$ cat config.mk
export PLATFORM = sky130hd
export DESIGN_NAME = hsv_to_rgb_converter_core
export DESIGN_NICKNAME = d
export VERILOG_FILES = /design/src/rtl/hsvrgb_pkg.sv /design/src/rtl/hsvrgb_chan.sv /design/src/rtl/hsv_to_rgb_converter_core.sv
export SDC_FILE = /design/constraint.sdc
export NUM_CORES = 2
export LEC_CHECK = 0
export ABC_AREA = 1
export BUFFER_PORTS_ARGS = -buffer_cell sky130_fd_sc_hd__clkbuf_2
export CAP_MARGIN = 0
export CORE_MARGIN = 2
export CORE_UTILIZATION = 60
export DETAILED_ROUTE_END_ITERATION = 6
export PLACE_DENSITY = 0.77
export SLEW_MARGIN = 10
export SYNTH_ARGS = -nofsm -noshare
export SYNTH_HDL_FRONTEND = slang
export SYNTH_SLANG_ARGS = --single-unit
$ cat constraint.sdc
create_clock -name aclk -period 18.8 [get_ports aclk]
set_input_delay 0 -clock aclk [delete_from_list [all_inputs] [get_ports aclk]]
set_output_delay 0 -clock aclk [all_outputs]
set_load 0.01 [all_outputs]
$ cat src/rtl/hsvrgb_pkg.sv
package hsvrgb_pkg;

    // field widths of the stream items
    localparam int HUE_W  = 9;
    localparam int FRAC_W = 13;
    localparam int CHAN_W = 8;

    // default fraction bits of the saturation and brightness inputs
    localparam int FRAC_BITS_DEF = 12;

    // sum of one color pattern term and m, one bit of headroom
    localparam int SUM_W = FRAC_W + 1;

    localparam logic [CHAN_W-1:0] CHAN_MAX = '1;
    localparam logic [7:0]        CHAN_SCALE = 8'd255;

    // hue above this gives black
    localparam logic [HUE_W-1:0] HUE_MAX = HUE_W'(360);

    // hue position in hundredths of a sector: floor(hue * 5 / 3)
    localparam int POS_W      = 10;
    localparam int HUE5_W     = HUE_W + 3;
    localparam int DIV3_MUL   = 2731;     // ceil(2^13 / 3)
    localparam int DIV3_SHIFT = 13;
    localparam int DIV3_W     = HUE5_W + 12;

    // position within a sector pair and the x weight
    localparam int REM_W  = 8;
    localparam int COEF_W = 7;
    localparam logic [COEF_W-1:0] SECTOR_SPAN = COEF_W'(100);

    // x = chroma * coef / 100 through a reciprocal multiply
    localparam int T_W          = FRAC_W + COEF_W;
    localparam int DIV100_MUL   = 1342178;  // ceil(2^27 / 100)
    localparam int DIV100_SHIFT = 27;
    localparam int DIV100_W     = 21;
    localparam int Q_W          = T_W + DIV100_W;

    // 60-degree sector; hue 360 lands in the last one
    typedef enum logic [2:0] {
        SEC_R_GUP  = 3'd0,
        SEC_G_RDN  = 3'd1,
        SEC_G_BUP  = 3'd2,
        SEC_B_GDN  = 3'd3,
        SEC_B_RUP  = 3'd4,
        SEC_R_BDN  = 3'd5
    } sector_t;

endpackage

$ cat src/rtl/hsvrgb_chan.sv
module hsvrgb_chan
    import hsvrgb_pkg::*;
#(
    parameter int FRAC_BITS = FRAC_BITS_DEF
) (
    input  logic              aclk,
    input  logic              load,
    input  logic [SUM_W-1:0]  frac_in,
    output logic [CHAN_W-1:0] chan_out
);

    localparam int PROD_W = SUM_W + 8;

    logic [PROD_W-1:0] scaled;
    logic [PROD_W-1:0] level;
    logic [CHAN_W-1:0] chan_next;
    logic [CHAN_W-1:0] chan_reg;

    // scale by 255, truncate, clip to full scale
    assign scaled    = PROD_W'(frac_in) * PROD_W'(CHAN_SCALE);
    assign level     = scaled >> FRAC_BITS;
    assign chan_next = (level > PROD_W'(CHAN_MAX)) ? CHAN_MAX : level[CHAN_W-1:0];

    always_ff @(posedge aclk) begin
        if (load) begin
            chan_reg <= chan_next;
        end
    end

    assign chan_out = chan_reg;

endmodule

$ cat src/rtl/hsv_to_rgb_converter_core.sv
// Throughput: one item per cycle; five register stages, each with its own
// valid bit, so bubbles close up and a stall on m_tready holds every item.
// Reset: synchronous, aresetn low clears all stage valid bits; data
// registers are not reset.
module hsv_to_rgb_converter_core
    import hsvrgb_pkg::*;
#(
    parameter int FRAC_BITS = FRAC_BITS_DEF
) (
    input  logic        aclk,
    input  logic        aresetn,
    input  logic        s_tvalid,
    output logic        s_tready,
    input  logic [39:0] s_tdata,   // hue[8:0], saturation[21:9], brightness[34:22], zero[39:35]
    output logic        m_tvalid,
    input  logic        m_tready,
    output logic [23:0] m_tdata    // red[7:0], green[15:8], blue[23:16]
);

    localparam longint ONE_Q = longint'(1) << FRAC_BITS;
    localparam logic [FRAC_W-1:0] ONE_CLAMP = FRAC_W'(ONE_Q);

    // ---------------------------------------------------------------------
    // Stage handshake: a stage loads when it is empty or its successor loads
    // ---------------------------------------------------------------------
    logic v1_reg, v2_reg, v3_reg, v4_reg, v5_reg;
    logic rdy1, rdy2, rdy3, rdy4, rdy5;

    assign rdy5     = !v5_reg || m_tready;
    assign rdy4     = !v4_reg || rdy5;
    assign rdy3     = !v3_reg || rdy4;
    assign rdy2     = !v2_reg || rdy3;
    assign rdy1     = !v1_reg || rdy2;
    assign s_tready = rdy1;

    always_ff @(posedge aclk) begin
        if (!aresetn) begin
            v1_reg <= 1'b0;
            v2_reg <= 1'b0;
            v3_reg <= 1'b0;
            v4_reg <= 1'b0;
            v5_reg <= 1'b0;
        end else begin
            if (rdy1) v1_reg <= s_tvalid;
            if (rdy2) v2_reg <= v1_reg;
            if (rdy3) v3_reg <= v2_reg;
            if (rdy4) v4_reg <= v3_reg;
            if (rdy5) v5_reg <= v4_reg;
        end
    end

    // ---------------------------------------------------------------------
    // Stage 1: clamp fractions, chroma product, hue position by reciprocal
    // ---------------------------------------------------------------------
    logic [HUE_W-1:0]    hue_in;
    logic [FRAC_W-1:0]   sat_in, val_in, sat_c, val_c;
    logic [2*FRAC_W-1:0] vs_prod;
    logic [HUE5_W-1:0]   hue_x5;
    logic [DIV3_W-1:0]   pos_prod;
    logic [FRAC_W-1:0]   chroma1_next;
    logic [POS_W-1:0]    pos1_next;
    logic                black1_next;

    assign hue_in = s_tdata[8:0];
    assign sat_in = s_tdata[21:9];
    assign val_in = s_tdata[34:22];

    // clamp anything above 1.0 down to 1.0
    assign sat_c = (64'(sat_in) > 64'(ONE_Q)) ? ONE_CLAMP : sat_in;
    assign val_c = (64'(val_in) > 64'(ONE_Q)) ? ONE_CLAMP : val_in;

    assign vs_prod      = (2*FRAC_W)'(val_c) * (2*FRAC_W)'(sat_c);
    assign chroma1_next = FRAC_W'(vs_prod >> FRAC_BITS);

    // floor(5*hue/3) as a multiply by ceil(2^13/3); exact for 5*hue < 2^13
    assign hue_x5      = HUE5_W'(hue_in) * HUE5_W'(5);
    assign pos_prod    = DIV3_W'(hue_x5) * DIV3_W'(DIV3_MUL);
    assign pos1_next   = POS_W'(pos_prod >> DIV3_SHIFT);
    assign black1_next = hue_in > HUE_MAX;

    logic [FRAC_W-1:0] chroma1_reg, val1_reg;
    logic [POS_W-1:0]  pos1_reg;
    logic              black1_reg;

    always_ff @(posedge aclk) begin
        if (rdy1) begin
            chroma1_reg <= chroma1_next;
            val1_reg    <= val_c;
            pos1_reg    <= pos1_next;
            black1_reg  <= black1_next;
        end
    end

    // ---------------------------------------------------------------------
    // Stage 2: sector, distance from sector-pair middle, chroma * weight
    // ---------------------------------------------------------------------
    sector_t           sec2_next;
    logic [REM_W-1:0]  rem2;
    logic [COEF_W-1:0] dist2, coef2;
    logic [T_W-1:0]    t2_next;
    logic [FRAC_W-1:0] m2_next;

    always_comb begin
        if (pos1_reg >= POS_W'(500))      sec2_next = SEC_R_BDN;
        else if (pos1_reg >= POS_W'(400)) sec2_next = SEC_B_RUP;
        else if (pos1_reg >= POS_W'(300)) sec2_next = SEC_B_GDN;
        else if (pos1_reg >= POS_W'(200)) sec2_next = SEC_G_BUP;
        else if (pos1_reg >= POS_W'(100)) sec2_next = SEC_G_RDN;
        else                              sec2_next = SEC_R_GUP;
    end

    // pos mod 200; pos never exceeds 600 for a hue that is not black
    always_comb begin
        if (pos1_reg >= POS_W'(600))      rem2 = '0;
        else if (pos1_reg >= POS_W'(400)) rem2 = REM_W'(pos1_reg - POS_W'(400));
        else if (pos1_reg >= POS_W'(200)) rem2 = REM_W'(pos1_reg - POS_W'(200));
        else                              rem2 = REM_W'(pos1_reg);
    end

    assign dist2   = (rem2 >= REM_W'(SECTOR_SPAN)) ? COEF_W'(rem2 - REM_W'(SECTOR_SPAN))
                                                   : COEF_W'(REM_W'(SECTOR_SPAN) - rem2);
    assign coef2   = SECTOR_SPAN - dist2;
    assign t2_next = T_W'(chroma1_reg) * T_W'(coef2);
    assign m2_next = val1_reg - chroma1_reg;

    logic [T_W-1:0]    t2_reg;
    logic [FRAC_W-1:0] chroma2_reg, m2_reg;
    sector_t           sec2_reg;
    logic              black2_reg;

    always_ff @(posedge aclk) begin
        if (rdy2) begin
            t2_reg      <= t2_next;
            chroma2_reg <= chroma1_reg;
            m2_reg      <= m2_next;
            sec2_reg    <= sec2_next;
            black2_reg  <= black1_reg;
        end
    end

    // ---------------------------------------------------------------------
    // Stage 3: x = floor(t / 100) by reciprocal multiply
    // ---------------------------------------------------------------------
    logic [Q_W-1:0]    q3;
    logic [FRAC_W-1:0] x3_next;

    assign q3      = Q_W'(t2_reg) * Q_W'(DIV100_MUL);
    assign x3_next = FRAC_W'(q3 >> DIV100_SHIFT);

    logic [FRAC_W-1:0] x3_reg, chroma3_reg, m3_reg;
    sector_t           sec3_reg;
    logic              black3_reg;

    always_ff @(posedge aclk) begin
        if (rdy3) begin
            x3_reg      <= x3_next;
            chroma3_reg <= chroma2_reg;
            m3_reg      <= m2_reg;
            sec3_reg    <= sec2_reg;
            black3_reg  <= black2_reg;
        end
    end

    // ---------------------------------------------------------------------
    // Stage 4: pick the sector pattern and add m; black forces zero
    // ---------------------------------------------------------------------
    logic [FRAC_W-1:0] pr, pg, pb;
    logic [SUM_W-1:0]  r4_next, g4_next, b4_next;

    always_comb begin
        case (sec3_reg)
            SEC_R_GUP: begin pr = chroma3_reg; pg = x3_reg;      pb = '0;          end
            SEC_G_RDN: begin pr = x3_reg;      pg = chroma3_reg; pb = '0;          end
            SEC_G_BUP: begin pr = '0;          pg = chroma3_reg; pb = x3_reg;      end
            SEC_B_GDN: begin pr = '0;          pg = x3_reg;      pb = chroma3_reg; end
            SEC_B_RUP: begin pr = x3_reg;      pg = '0;          pb = chroma3_reg; end
            default:   begin pr = chroma3_reg; pg = '0;          pb = x3_reg;      end
        endcase
    end

    assign r4_next = black3_reg ? '0 : SUM_W'(pr) + SUM_W'(m3_reg);
    assign g4_next = black3_reg ? '0 : SUM_W'(pg) + SUM_W'(m3_reg);
    assign b4_next = black3_reg ? '0 : SUM_W'(pb) + SUM_W'(m3_reg);

    logic [SUM_W-1:0] r4_reg, g4_reg, b4_reg;

    always_ff @(posedge aclk) begin
        if (rdy4) begin
            r4_reg <= r4_next;
            g4_reg <= g4_next;
            b4_reg <= b4_next;
        end
    end

    // ---------------------------------------------------------------------
    // Stage 5: scale to 8 bits and saturate; these are the output registers
    // ---------------------------------------------------------------------
    logic [CHAN_W-1:0] red, green, blue;

    hsvrgb_chan #(.FRAC_BITS(FRAC_BITS)) u_chan_r (
        .aclk     (aclk),
        .load     (rdy5),
        .frac_in  (r4_reg),
        .chan_out (red)
    );

    hsvrgb_chan #(.FRAC_BITS(FRAC_BITS)) u_chan_g (
        .aclk     (aclk),
        .load     (rdy5),
        .frac_in  (g4_reg),
        .chan_out (green)
    );

    hsvrgb_chan #(.FRAC_BITS(FRAC_BITS)) u_chan_b (
        .aclk     (aclk),
        .load     (rdy5),
        .frac_in  (b4_reg),
        .chan_out (blue)
    );

    assign m_tvalid = v5_reg;
    assign m_tdata  = {blue, green, red};

endmodule
-- After elaboration in Yosys (flattened, before gate mapping)
Cells that the tools add are included.
- bits in registers: 201
- bits of input ports: 44
- output and inout port bits: 26
- logic and storage cells: 91
- $add $sub $neg: 9
- $mul: 8
- magnitude comparators: 13
- eq/ne operators: 4
- muxes and demuxes: 13
- reductions and logical operators: 18
- operators by type and width (kind ; number):
    $pmux W13 S2 ; 3
    $mul A14 B8 Y22 const B ; 3
    $add A13 B13 Y14 ; 3
    $mul A20 B20 Y39 const B ; 1
    $ge A10 B9 Y1 const B ; 3
    $gt A10 B8 Y1 const B ; 3
    $gt A13 B13 Y1 const B ; 2
    $mux W13 ; 2
    $mul A13 B13 Y25 ; 1
    $mux W8 ; 3
    $mul A12 B12 Y23 const B ; 1
    $mul A13 B7 Y20 ; 1
    $sub A8 B8 Y8 const B ; 2
    $reduce_or A2 Y1 ; 7
    $sub A7 B7 Y7 const A ; 2
    $sub A13 B13 Y13 ; 1
    $mul A9 B3 Y12 const B ; 1
    $ge A10 B10 Y1 const B ; 1
    $ge A10 B7 Y1 const B ; 1
    $ge A10 B8 Y1 const B ; 1
    $gt A9 B9 Y1 const B ; 1
    $ge A8 B7 Y1 const B ; 1
    $mux W7 ; 1
    $sub A7 B7 Y7 const B ; 1
    8 further kinds ; 19

-- Longest topological paths before layout
- depth after elaboration: 8
- depth in mapped cells: 42

-- Hierarchy
Synthesis repeated with hierarchy kept, for this count alone.
- cell total of the unflattened synthesis: 4092
- area total of the unflattened synthesis: 36503.8 µm²
- by module, submodules not included (module ; times used ; cells an instance ; area an instance (µm²)):
    hsv_to_rgb_converter_core ; 1 ; 2975 ; 27343.7
    hsvrgb_chan at u_chan_b ... ; 2 ; 372 ; 3055.4
    hsvrgb_chan at u_chan_r ; 1 ; 373 ; 3049.2

-- Least setup slack after synthesis
Ideal clock, no wire load.
- kind: register -> register
- from: register pos1_reg[4]
- to: register t2_reg[15], data pin
- setup time: 265 ps
- arrival: 6425 ps
- slack: 12110 ps
- cell stages (with the launch flop): 35
- clock period less this slack: 6690 ps
- path through: edfxtp_1 -> inv_1 -> ha_1 -> nand2_1 -> a21oi_4 -> nand2_4 -> inv_2 -> nor2_2 -> nand2_1 -> nand3_2 -> ha_1 -> nand2_1 -> nand3_2 -> nand2_2 -> nand3_1 -> and2_4 -> nand2_4 -> xor2_4 -> nor2_1 -> fa_1 -> inv_1 -> fa_1 -> inv_1 -> fa_1 -> inv_1 -> fa_1 -> inv_1 -> ha_1 -> a21oi_1 -> o21ai_0 -> a31oi_1 -> o21ai_0 -> a21boi_0 -> o21ai_0 -> xor2_1
- word-level cells in the longest chain between the ends: 8
- elaborated cells on any way between the ends: 14
- classes of those cells: 5 x add/sub; 1 x mul; 4 x order compare; 4 x mux
- ends and longest elaborated chain (item ; RTL line ; RTL):
    start, declared ; hsv_to_rgb_converter_core.sv:82 ; logic [POS_W-1:0] pos1_reg;
    start signal, assigned ; hsv_to_rgb_converter_core.sv:89 ; pos1_reg <= pos1_next;
    $sub A8 B8 Y8 / $ge A10 B8 Y1 (equally long branches) ; hsv_to_rgb_converter_core.sv:116 ; else if (pos1_reg >= POS_W'(200)) rem2 = REM_W'(pos1_reg - POS_W'(200));
    $mux W8 ; hsv_to_rgb_converter_core.sv:116 ;
    $mux W8 ; hsv_to_rgb_converter_core.sv:115 ; else if (pos1_reg >= POS_W'(400)) rem2 = REM_W'(pos1_reg - POS_W'(400));
    $mux W8 (*) ; hsv_to_rgb_converter_core.sv:114 ; if (pos1_reg >= POS_W'(600)) rem2 = '0;
    $sub A7 B7 Y7, or another cell as far along ; hsv_to_rgb_converter_core.sv:121 ; : COEF_W'(REM_W'(SECTOR_SPAN) - rem2);
    $mux W7 (*) ; hsv_to_rgb_converter_core.sv:120 ; assign dist2 = (rem2 >= REM_W'(SECTOR_SPAN)) ? COEF_W'(rem2 - REM_W'(SECTOR_SPAN))
    $sub A7 B7 Y7 (*) ; hsv_to_rgb_converter_core.sv:122 ; assign coef2 = SECTOR_SPAN - dist2;
    $mul A13 B7 Y20 (*) ; hsv_to_rgb_converter_core.sv:123 ; assign t2_next = T_W'(chroma1_reg) * T_W'(coef2);
    named net t2_next[15] ; hsv_to_rgb_converter_core.sv:100 ; logic [T_W-1:0] t2_next;
    end signal, assigned ; hsv_to_rgb_converter_core.sv:133 ; t2_reg <= t2_next;
    end, declared ; hsv_to_rgb_converter_core.sv:126 ; logic [T_W-1:0] t2_reg;
Mark *: on every way through the listed nets, which the timed path passes. The rest lies on a longest branch.
A chain may end at the register's enable or synchronous reset.

-- Worst setup path in the final report
- from: register pos1_reg[5]
- to: register t2_reg[15], data pin
The elaborated chain is that of the path after synthesis.

==> summary.md <==
| Metric | Value |
|---|---|
| Status | `finished, final reports clean` |
| RSZ-0062 raised after global routing | `false` |
| Max incr delay on CP | `between 0.8 and 0.9 ns` |
| Boundary Pins | `70` |
| CP required | `19.08 ns` |
| Worst min-delay path category | `input port to flip-flop` |
| Setup ws final | `10.61 ns` |
| FF/Latch Area | `~6000 µm²` |
| Prevailing post-synth register cell | `edfxtp_1` |
| Clk_skew | `about 0.011 ns` |
| First-pass GRT wire length | `around 130000 µm` |
| Most frequent CP cell | `nand2_1` |
| WS Path Type | `flip-flop to flip-flop` |
| Port bufs | `64` |
| Crit-path leading delay family | `adder cells` |
| Initial antenna violation count | `0` |
| Overflow after GRT | `0` |
| # diodes | `0` |
| CP Launch Type | `flip-flop` |
| Hold Vio Cnt, Final | `0` |
| Crit share post-route | `approximately 44%` |
| Routed Wire Length | `73100 µm` |
| Ratio of cells with drive above 1 in the final layout | `4.60%` |
| Vias per cell | `about 5.4` |
| Clock Tree Buf Depth | `3` |
| Top area cells in the synthesized netlist | `fa_1 31%, ha_1 21%, edfxtp_1 17%` |
| CTS tree | `yes` |
| Mapped Avg Cell Area | `9.36 µm²` |
| Critical Path AT | `between 8 and 9 ns` |
| Netlist Area Pre-Place | `approximately 35000 µm²` |
| Placeable Area | `slightly below 60000 µm²` |
| Die W | `between 200 and 250 µm` |
| Worst setup EP type | `flip-flop` |
| Iteration-0 DRC Markers | `1495` |
| Root buf cell | `clkbuf_16` |
| Fill cell count | `roughly 4700` |
| Die height | `between 200 and 250 µm` |
| Post-synth top cells | `893 x inv_1, 591 x ha_1, 537 x fa_1, 477 x nand2_1, 253 x nor2_1` |
| Reg clk slew, reported paths | `0.07 ns` |
| Hpwl dp | `about 62000 µm` |
| Initial DRT Pass Iterations | `5` |
| Hold slack | `~0.12 ns` |
| Worst path buffer plus inverter count | `6` |
| Nets | `between 5000 and 6000` |
| Max reg flops | `20` |
| Die area | `60700 µm²` |
| Final Max Tran Viols | `0` |
| Number of synthesized flops with an enable pin | `between 150 and 200` |
| Num CTS Buffers | `24` |
| Distinct cell type count of the synthesized netlist | `56` |
| Antenna Violating Nets Remaining | `0` |
| Slew at the pin closest to its max-slew limit | `1.10 ns` |
| Most frequent cell after synthesis | `inv_1` |
| # DRC | `0` |
| Skew-Pair Late Insertion Delay | `about 0.55 ns` |
| Max Clock Freq | `~0.12 GHz` |
| Clock sinks | `201` |
| Largest net degree at the start of global routing | `51` |
| Seq cells post-synth | `201` |
| Synthesized Nets | `~5000` |
| Yosys top cell by area | `fa_1` |
| Crit path max fanout | `11` |
| Share of the synthesized area in the top cell type | `between 30 and 40%` |
| Ys async rst share | `0%` |
| Vias in the first global route | `between 20000 and 30000` |
| Seq/Total Area, Yosys | `between 10% and 20%` |
| Syn. warnings | `0` |
| Setup WS pre-CTS | `about 11 ns` |
| Starting Density | `approximately three fifths` |
| Endpoints failing setup | `0` |
| Post-synthesis cell count | `3763` |
| Routability cong. | `about 0.93` |
| Max Cap Violations | `0` |
| Area of the multi-input gates | `~26000 µm²` |
| Worst slew margin | `26.5%` |
| Layout area overhead | `5.86%` |
| Row count | `88` |
| Post-CTS Resized | `0` |
| Routed via count | `approximately 25000` |
| H-tree depth | `1` |
| Tmin final | `around 8.2 ns` |
| Gr usage total | `between 20 and 30%` |
| Fin Setup TNS | `0 ns` |
| Worst path slowest cell | `nor2_1` |
| Post-DR wirelength/cell | `15.8 µm` |
through the flow:
step / util (%) / area [µm²] / std cells
after global routing: 64.4 / 37300 / 4617
after floorplan: - / 35200 / 3763
after global placement: 62.9 / 36400 / 4568
final: 64.4 / 37300 / 4617
after CTS: 64.4 / 37300 / 4617
after detailed placement: 62.9 / 36400 / 4568
per-layer routing:
layer | vias up | track usage [%] | part of all wire, %
met5 | - | 0 | 0
met4 | 0 | 6.86 | 2.9
met3 | 156 | 2.44 | 4.7
met2 | 689 | 45.2 | 50
met1 | 12200 | 33.5 | 42
li1 | 12100 | - | -
cells by family after synthesis:
kind of cell / Yosys count / synth area share [%]
and+or+nand+nor: 892 / 10.7
DFF: 201 / 17.0
buffers and inverters: 946 / 10.1
adders and majority gates: 1128 / 51.5
xor gates and xnor gates: 125 / 3.21
AOI/OAI and AO/OA: 471 / 7.49
worst paths after layout:
| kind | startpoint | to | slack (ns) | cells past startpoint |
|---|---|---|---|---|
| max reg2reg | pos1_reg[5] | t2_reg[15] | 10.61 | 34 |
| min | m_tready | u_chan_r.chan_out[2] | 0.12 | 4 |
| min reg2reg | m2_reg[3] | m3_reg[3] | 0.42 | 0 |
| max | pos1_reg[5] | t2_reg[15] | 10.61 | 34 |
worst min-delay path: stages:
cell,delay [ns]
clkbuf_2,0.08
nor2_1,0.09
inv_1,0.04
buf_4,0.25
layout by cell type (no fill, tap or decap), drive strengths merged, types with 4 or more instances in the layout:
cell type,count
inv,908
ha,591
fa,537
nand2,498
nor2,268
a21oi,227
edfxtp,196
o21ai,121
clkbuf,91
xor2,78
nand3,61
xnor2,47
o22ai,39
nand4,28
clkinv,22
o21bai,20
nor3,18
a21o,13
a31oi,13
nor4,10
o21a,9
o211ai,9
dlygate4sd3,6
o31ai,5
dfxtp,5
buf,5
a21boi,4
or2,4
cell type report:
cell class,instances,area share [%]
Multi-Input combinational cell,2616,68.9
Sequential cell,201,16.1
Inverter,917,9.24
Tap cell,765,2.57
Clock buffer,27,1.70
Timing Repair Buffer,75,1.12
Clock inverter,16,0.463
timing repair:
| item | in CTS | in global routing |
|---|---|---|
| endpoints found under the hold margin | 7 | 0 |
| buffers inserted | 0 | 0 |
| hold buffers | 6 | 0 |
Power is left out: the tool's default activity adds up to more than one toggle a clock period on the data nets, which glitch-free logic cannot reach.
